### src/rtl/core/bfs_pkg.sv
// bfs_pkg: shared constants, codes and controller/datapath interface types
// for the shortest path engine; no dependencies
`default_nettype none
package bfs_pkg;

    localparam int MAX_VERTICES = 32;
    localparam int VID_W        = $clog2(MAX_VERTICES);
    localparam int SLOTS        = MAX_VERTICES + 1;
    localparam int ADDR_W       = $clog2(MAX_VERTICES * SLOTS);
    localparam int DEG_W        = $clog2(SLOTS + 1);
    localparam int CNT_W        = $clog2(MAX_VERTICES + 1);
    localparam int CFG_W        = 6;

    // input kinds
    localparam logic [1:0] KIND_CLEAR = 2'd0;
    localparam logic [1:0] KIND_EDGE  = 2'd1;
    localparam logic [1:0] KIND_QUERY = 2'd2;

    // result status codes
    localparam logic [1:0] ST_PATH    = 2'd0;
    localparam logic [1:0] ST_OK      = 2'd1;
    localparam logic [1:0] ST_NOCONN  = 2'd2;
    localparam logic [1:0] ST_INVALID = 2'd3;

    typedef enum logic [11:0] {
        S_IDLE     = 12'b0000_0000_0001,
        S_DISPATCH = 12'b0000_0000_0010,
        S_SCAN_RD  = 12'b0000_0000_0100,
        S_SCAN_CHK = 12'b0000_0000_1000,
        S_WR_A     = 12'b0000_0001_0000,
        S_WR_B     = 12'b0000_0010_0000,
        S_POP      = 12'b0000_0100_0000,
        S_NB_RD    = 12'b0000_1000_0000,
        S_NB_CHK   = 12'b0001_0000_0000,
        S_TRACE    = 12'b0010_0000_0000,
        S_EMIT     = 12'b0100_0000_0000,
        S_RESP     = 12'b1000_0000_0000
    } state_t;

    typedef struct packed {
        logic       latch_in;
        logic       clear_graph;
        logic       set_blocked;
        logic       clr_blocked;
        logic       scan_init;
        logic       rd_issue;
        logic       scan_next;
        logic       wr_a;
        logic       wr_b;
        logic       bfs_init;
        logic       pop;
        logic       nb_check;
        logic       trace_step;
        logic       emit_init;
        logic       emit_path;
        logic       emit_status;
        logic [1:0] resp_code;
    } cmd_t;

    typedef struct packed {
        logic [1:0] kind;
        logic       blocked;
        logic       range_bad;
        logic       same_ab;
        logic       scan_done;
        logic       scan_hit;
        logic       queue_empty;
        logic       nb_new;
        logic       nb_dst;
        logic       trace_done;
        logic       emit_last;
        logic       out_free;
    } sts_t;

endpackage
`default_nettype wire

### src/rtl/core/bfs_ctrl.sv
// bfs_ctrl: sequencer for clear, edge insert and breadth-first query
// depends on bfs_pkg
`default_nettype none
module bfs_ctrl (
    input  wire                 aclk,
    input  wire                 aresetn,
    input  wire                 s_tvalid,
    output logic                s_tready,
    input  bfs_pkg::sts_t       sts,
    output bfs_pkg::cmd_t       cmd
);

    bfs_pkg::state_t state_reg, state_next;
    logic [1:0]      code_reg, code_next;

    // state register
    always_ff @(posedge aclk) begin
        if (!aresetn) begin
            state_reg <= bfs_pkg::S_IDLE;
            code_reg  <= bfs_pkg::ST_OK;
        end else begin
            state_reg <= state_next;
            code_reg  <= code_next;
        end
    end

    assign s_tready = (state_reg == bfs_pkg::S_IDLE);

    // next state and commands
    always_comb begin
        state_next    = state_reg;
        code_next     = code_reg;
        cmd           = '0;
        cmd.resp_code = code_reg;
        unique case (state_reg)
            bfs_pkg::S_IDLE: begin
                if (s_tvalid) begin
                    cmd.latch_in = 1'b1;
                    state_next   = bfs_pkg::S_DISPATCH;
                end
            end
            bfs_pkg::S_DISPATCH: begin
                state_next = bfs_pkg::S_RESP;
                code_next  = bfs_pkg::ST_INVALID;
                case (sts.kind)
                    bfs_pkg::KIND_CLEAR: begin
                        cmd.clear_graph = 1'b1;
                        cmd.clr_blocked = 1'b1;
                        code_next       = bfs_pkg::ST_OK;
                    end
                    bfs_pkg::KIND_EDGE: begin
                        if (!sts.blocked && sts.range_bad) begin
                            cmd.clear_graph = 1'b1;
                            cmd.set_blocked = 1'b1;
                        end else if (!sts.blocked) begin
                            cmd.scan_init = 1'b1;
                            state_next    = bfs_pkg::S_SCAN_RD;
                        end
                    end
                    bfs_pkg::KIND_QUERY: begin
                        if (!sts.blocked && !sts.range_bad) begin
                            if (sts.same_ab) begin
                                code_next = bfs_pkg::ST_NOCONN;
                            end else begin
                                cmd.bfs_init = 1'b1;
                                state_next   = bfs_pkg::S_POP;
                            end
                        end
                    end
                    default: ;
                endcase
            end
            // duplicate edge search over the first end's list
            bfs_pkg::S_SCAN_RD: begin
                if (sts.scan_done) begin
                    state_next = bfs_pkg::S_WR_A;
                end else begin
                    cmd.rd_issue = 1'b1;
                    state_next   = bfs_pkg::S_SCAN_CHK;
                end
            end
            bfs_pkg::S_SCAN_CHK: begin
                if (sts.scan_hit) begin
                    cmd.clear_graph = 1'b1;
                    cmd.set_blocked = 1'b1;
                    code_next       = bfs_pkg::ST_INVALID;
                    state_next      = bfs_pkg::S_RESP;
                end else begin
                    cmd.scan_next = 1'b1;
                    state_next    = bfs_pkg::S_SCAN_RD;
                end
            end
            // a list can never overflow with distinct edges, so no full check
            bfs_pkg::S_WR_A: begin
                cmd.wr_a   = 1'b1;
                state_next = bfs_pkg::S_WR_B;
            end
            bfs_pkg::S_WR_B: begin
                cmd.wr_b   = 1'b1;
                code_next  = bfs_pkg::ST_OK;
                state_next = bfs_pkg::S_RESP;
            end
            // breadth-first search
            bfs_pkg::S_POP: begin
                if (sts.queue_empty) begin
                    code_next  = bfs_pkg::ST_NOCONN;
                    state_next = bfs_pkg::S_RESP;
                end else begin
                    cmd.pop    = 1'b1;
                    state_next = bfs_pkg::S_NB_RD;
                end
            end
            bfs_pkg::S_NB_RD: begin
                if (sts.scan_done) begin
                    state_next = bfs_pkg::S_POP;
                end else begin
                    cmd.rd_issue = 1'b1;
                    state_next   = bfs_pkg::S_NB_CHK;
                end
            end
            bfs_pkg::S_NB_CHK: begin
                cmd.nb_check  = 1'b1;
                cmd.scan_next = 1'b1;
                if (sts.nb_new && sts.nb_dst) begin
                    state_next = bfs_pkg::S_TRACE;
                end else begin
                    state_next = bfs_pkg::S_NB_RD;
                end
            end
            // walk predecessors back to the source
            bfs_pkg::S_TRACE: begin
                if (sts.trace_done) begin
                    cmd.emit_init = 1'b1;
                    state_next    = bfs_pkg::S_EMIT;
                end else begin
                    cmd.trace_step = 1'b1;
                end
            end
            bfs_pkg::S_EMIT: begin
                if (sts.out_free) begin
                    cmd.emit_path = 1'b1;
                    if (sts.emit_last) begin
                        state_next = bfs_pkg::S_IDLE;
                    end
                end
            end
            bfs_pkg::S_RESP: begin
                if (sts.out_free) begin
                    cmd.emit_status = 1'b1;
                    state_next      = bfs_pkg::S_IDLE;
                end
            end
            default: begin
                state_next = bfs_pkg::S_IDLE;
            end
        endcase
    end

endmodule
`default_nettype wire

### config.mk
export PLATFORM = sky130hd
export DESIGN_NAME = bfs_ctrl
export DESIGN_NICKNAME = d
export VERILOG_FILES = /design/src/rtl/core/bfs_pkg.sv /design/src/rtl/core/bfs_ctrl.sv
export SDC_FILE = /design/constraint.sdc
export NUM_CORES = 1
export LEC_CHECK = 0
export ABC_AREA = 1
export BUFFER_PORTS_ARGS = -buffer_cell sky130_fd_sc_hd__buf_2
export CORE_MARGIN = 2
export CORE_UTILIZATION = 40
export DETAILED_ROUTE_END_ITERATION = 7
export SLEW_MARGIN = 30
export SYNTH_ARGS = -nofsm -noshare
export SYNTH_HDL_FRONTEND = slang
export SYNTH_SLANG_ARGS = --single-unit
### constraint.sdc
create_clock -name aclk -period 2.4 [get_ports aclk]
set_clock_uncertainty 0.1 [all_clocks]
set_input_delay 0.12 -clock aclk [delete_from_list [all_inputs] [get_ports aclk]]
set_output_delay 0.12 -clock aclk [all_outputs]
set_load 0.01 [all_outputs]
==> metrics.csv <==
metric,value,unit
GR Overflow Total,0,
IO Port Bufs,34,
CTS tree,built,
core area,2710,um^2
P_leak,0.808,nW
setup violators final,0,
Layout Cells excl Fill,247,
"count leader, synth",inv_1,
initial core utilization,0.416,
n_diodes,0,
Area Overhead vs Synth,23.6,%
GR peak layer,met2,
Slew @ Worst Pin,0.293,ns
clock latency on the worst-skew pair,0.29,ns
Die Wd,57.1,um
kind of critical path,register to output port,
Hold Path Depth,3,
number of flops mapped to enable cells by yosys,0,
TritonCTS Buffers,3,
FILL cells,290,
slew margin rel.,0.803,
Hold EP,state_reg[9],
Yosys cell types,24,
maximum number of pins on one net before global-route repair,10,
Worst R2R Path Depth,10,
status,completed,
met3 usage in global routing,0.0317,
shortest period the worst path allows,1.82,ns
Tot GR Track Use,0.185,
Synth Instances,176,
Die Span Y,57.1,um
cts repair resizes,0,
Worst R2R End,code_reg[1],
Post-Synthesis Net Count,196,
initial antenna violation count,0,
# rows,19,
Reg-to-Reg Start,state_reg[10],
final net count,237,
Placement Cell Area,1340,um^2
end-of-flow core utilization,0.513,
final instance area,1390,um^2
WL/cell,11.2,um
Synth warnings,0,
gpl congestion,0.873,
hold slack,0.0128,ns
CP Data Required Time,2.18,ns
Die Area,3260,um^2
top cell type's share of synthesized area,0.249,
register area share after synthesis,0.249,
min-delay src,sts[4],
reg2reg setup slack,0.87,ns
Routed WL,2760,um
Worst Path Max Fanout,6,
"antenna viol nets, final",0,
Placed Cells,241,
"Cell Area, Synth",1130,um^2
FMAX,549,MHz
max-slew violations,0,
Final Hold Fails,0,
first-pass GRT wire length,4760,um
Synth async-reset ratio,0,
crit path DAT,1.60,ns
layout cell share with drive strength beyond 1,0.264,
Clock Sinks,14,
startpoint class of the critical path,register,
Vias/cell,4.84,
"crit path setup slack, layout",0.580,ns
Seq cells post-synth,14,
DRC,0,
met2 Resource Use GR,0.314,
commonest cells in the netlist,"inv_1, nand2_1, nor2_1",
"Reg clk slew, reported paths",0.10,ns
Synth area leaders,"dfxtp_1, inv_1, nand2_1",
H-tree Lvls,1,
grt met1 use,0.243,
top_reg_cell synth,dfxtp_1,
clock root buffer,clkbuf_4,
P per Cell Area,632,nW/um^2
Max VDD drop,462,uV
total power,880,uW
drt initial violations,23,
Crit. End Element,output port,
io pins,35,
Hold WC Path Type,primary input to register,
via count,1195,
Detailed Routing Iterations Pass 1,4,
post-DP HPWL,2310,um
setup slack after placement,0.913,ns
Syn Area/Cell,6.40,um^2
fin crit share,0.758,
buffer depth of the longest clock path,2,
setup TNS,0,ns
number of max-cap violations,0,
vias in the first global route,1135,
cell taking the most area after synthesis,dfxtp_1,
max reg flops,12,
RSZ-0062 raised after global routing,false,
[report_power, final]
group          internal [mW]  total, mW  switching [mW]
combinational          0.145      0.413           0.267
sequential             0.261      0.289          0.0279
clock                 0.0924      0.178          0.0857
total                  0.499      0.880           0.381
[layer usage]
layer,routed length [um],share of wire
met4,25,0.0091
met2,1400,0.51
met3,110,0.040
met1,1220,0.44
met5,0,0
[cell usage in the layout (no fill, tap or decap), types with 4 or more instances in the layout]
cell type / instances
nor3_1: 7
dfxtp_1: 14
nor2_4: 4
nor2_1: 26
nand3_1: 18
a21oi_1: 6
inv_1: 36
nand2_1: 35
buf_2: 34
ha_1: 4
[worst max-delay path: stages, from the launching register on]
cell,delay (ns)
dfxtp_1,0.32
inv_1,0.12
nand2_1,0.13
nor3_4,0.23
nand2_4,0.12
nor4_1,0.20
buf_2,0.18
[layout make-up]
| cell class | instances | area (um^2) | share of cell area |
|---|---|---|---|
| well taps | 31 | 38.8 | 0.0279 |
| repair buffers | 36 | 190 | 0.137 |
| clock buffers | 4 | 36.3 | 0.0261 |
| inverters | 36 | 135 | 0.0971 |
| flip-flops and latches | 14 | 280 | 0.201 |
| multi-input cells | 126 | 711 | 0.511 |
[worst max-delay path by stage]
stage | from | end | slack (ns) | cells after the start
after floorplan | state_reg[8] | cmd[16] | 1.02 | 6
after global placement | state_reg[10] | code_reg[1] | 0.91 | 10
after detailed placement | state_reg[3] | cmd[8] | 0.91 | 6
after CTS | state_reg[3] | cmd[8] | 0.58 | 6
after global routing | state_reg[1] | cmd[16] | 0.45 | 7
final | state_reg[3] | cmd[8] | 0.58 | 6
[cells by family after synthesis]
logic type	Yosys count	share of synthesized area
AO/OA/AOI/OAI	11	0.0511
adder cells (fa/ha/maj)	4	0.0444
buffers and inverters	36	0.120
flip-flops	14	0.249
AND/OR/NAND/NOR	111	0.536
[repair_timing]
item                                    in CTS  in global routing
endpoints found under the setup margin       0                  0
hold buffers                                 2                  0
buffers inserted                             0                  0
hold endpoints to repair                     4                  0
Power figures use the tool's default switching activity.
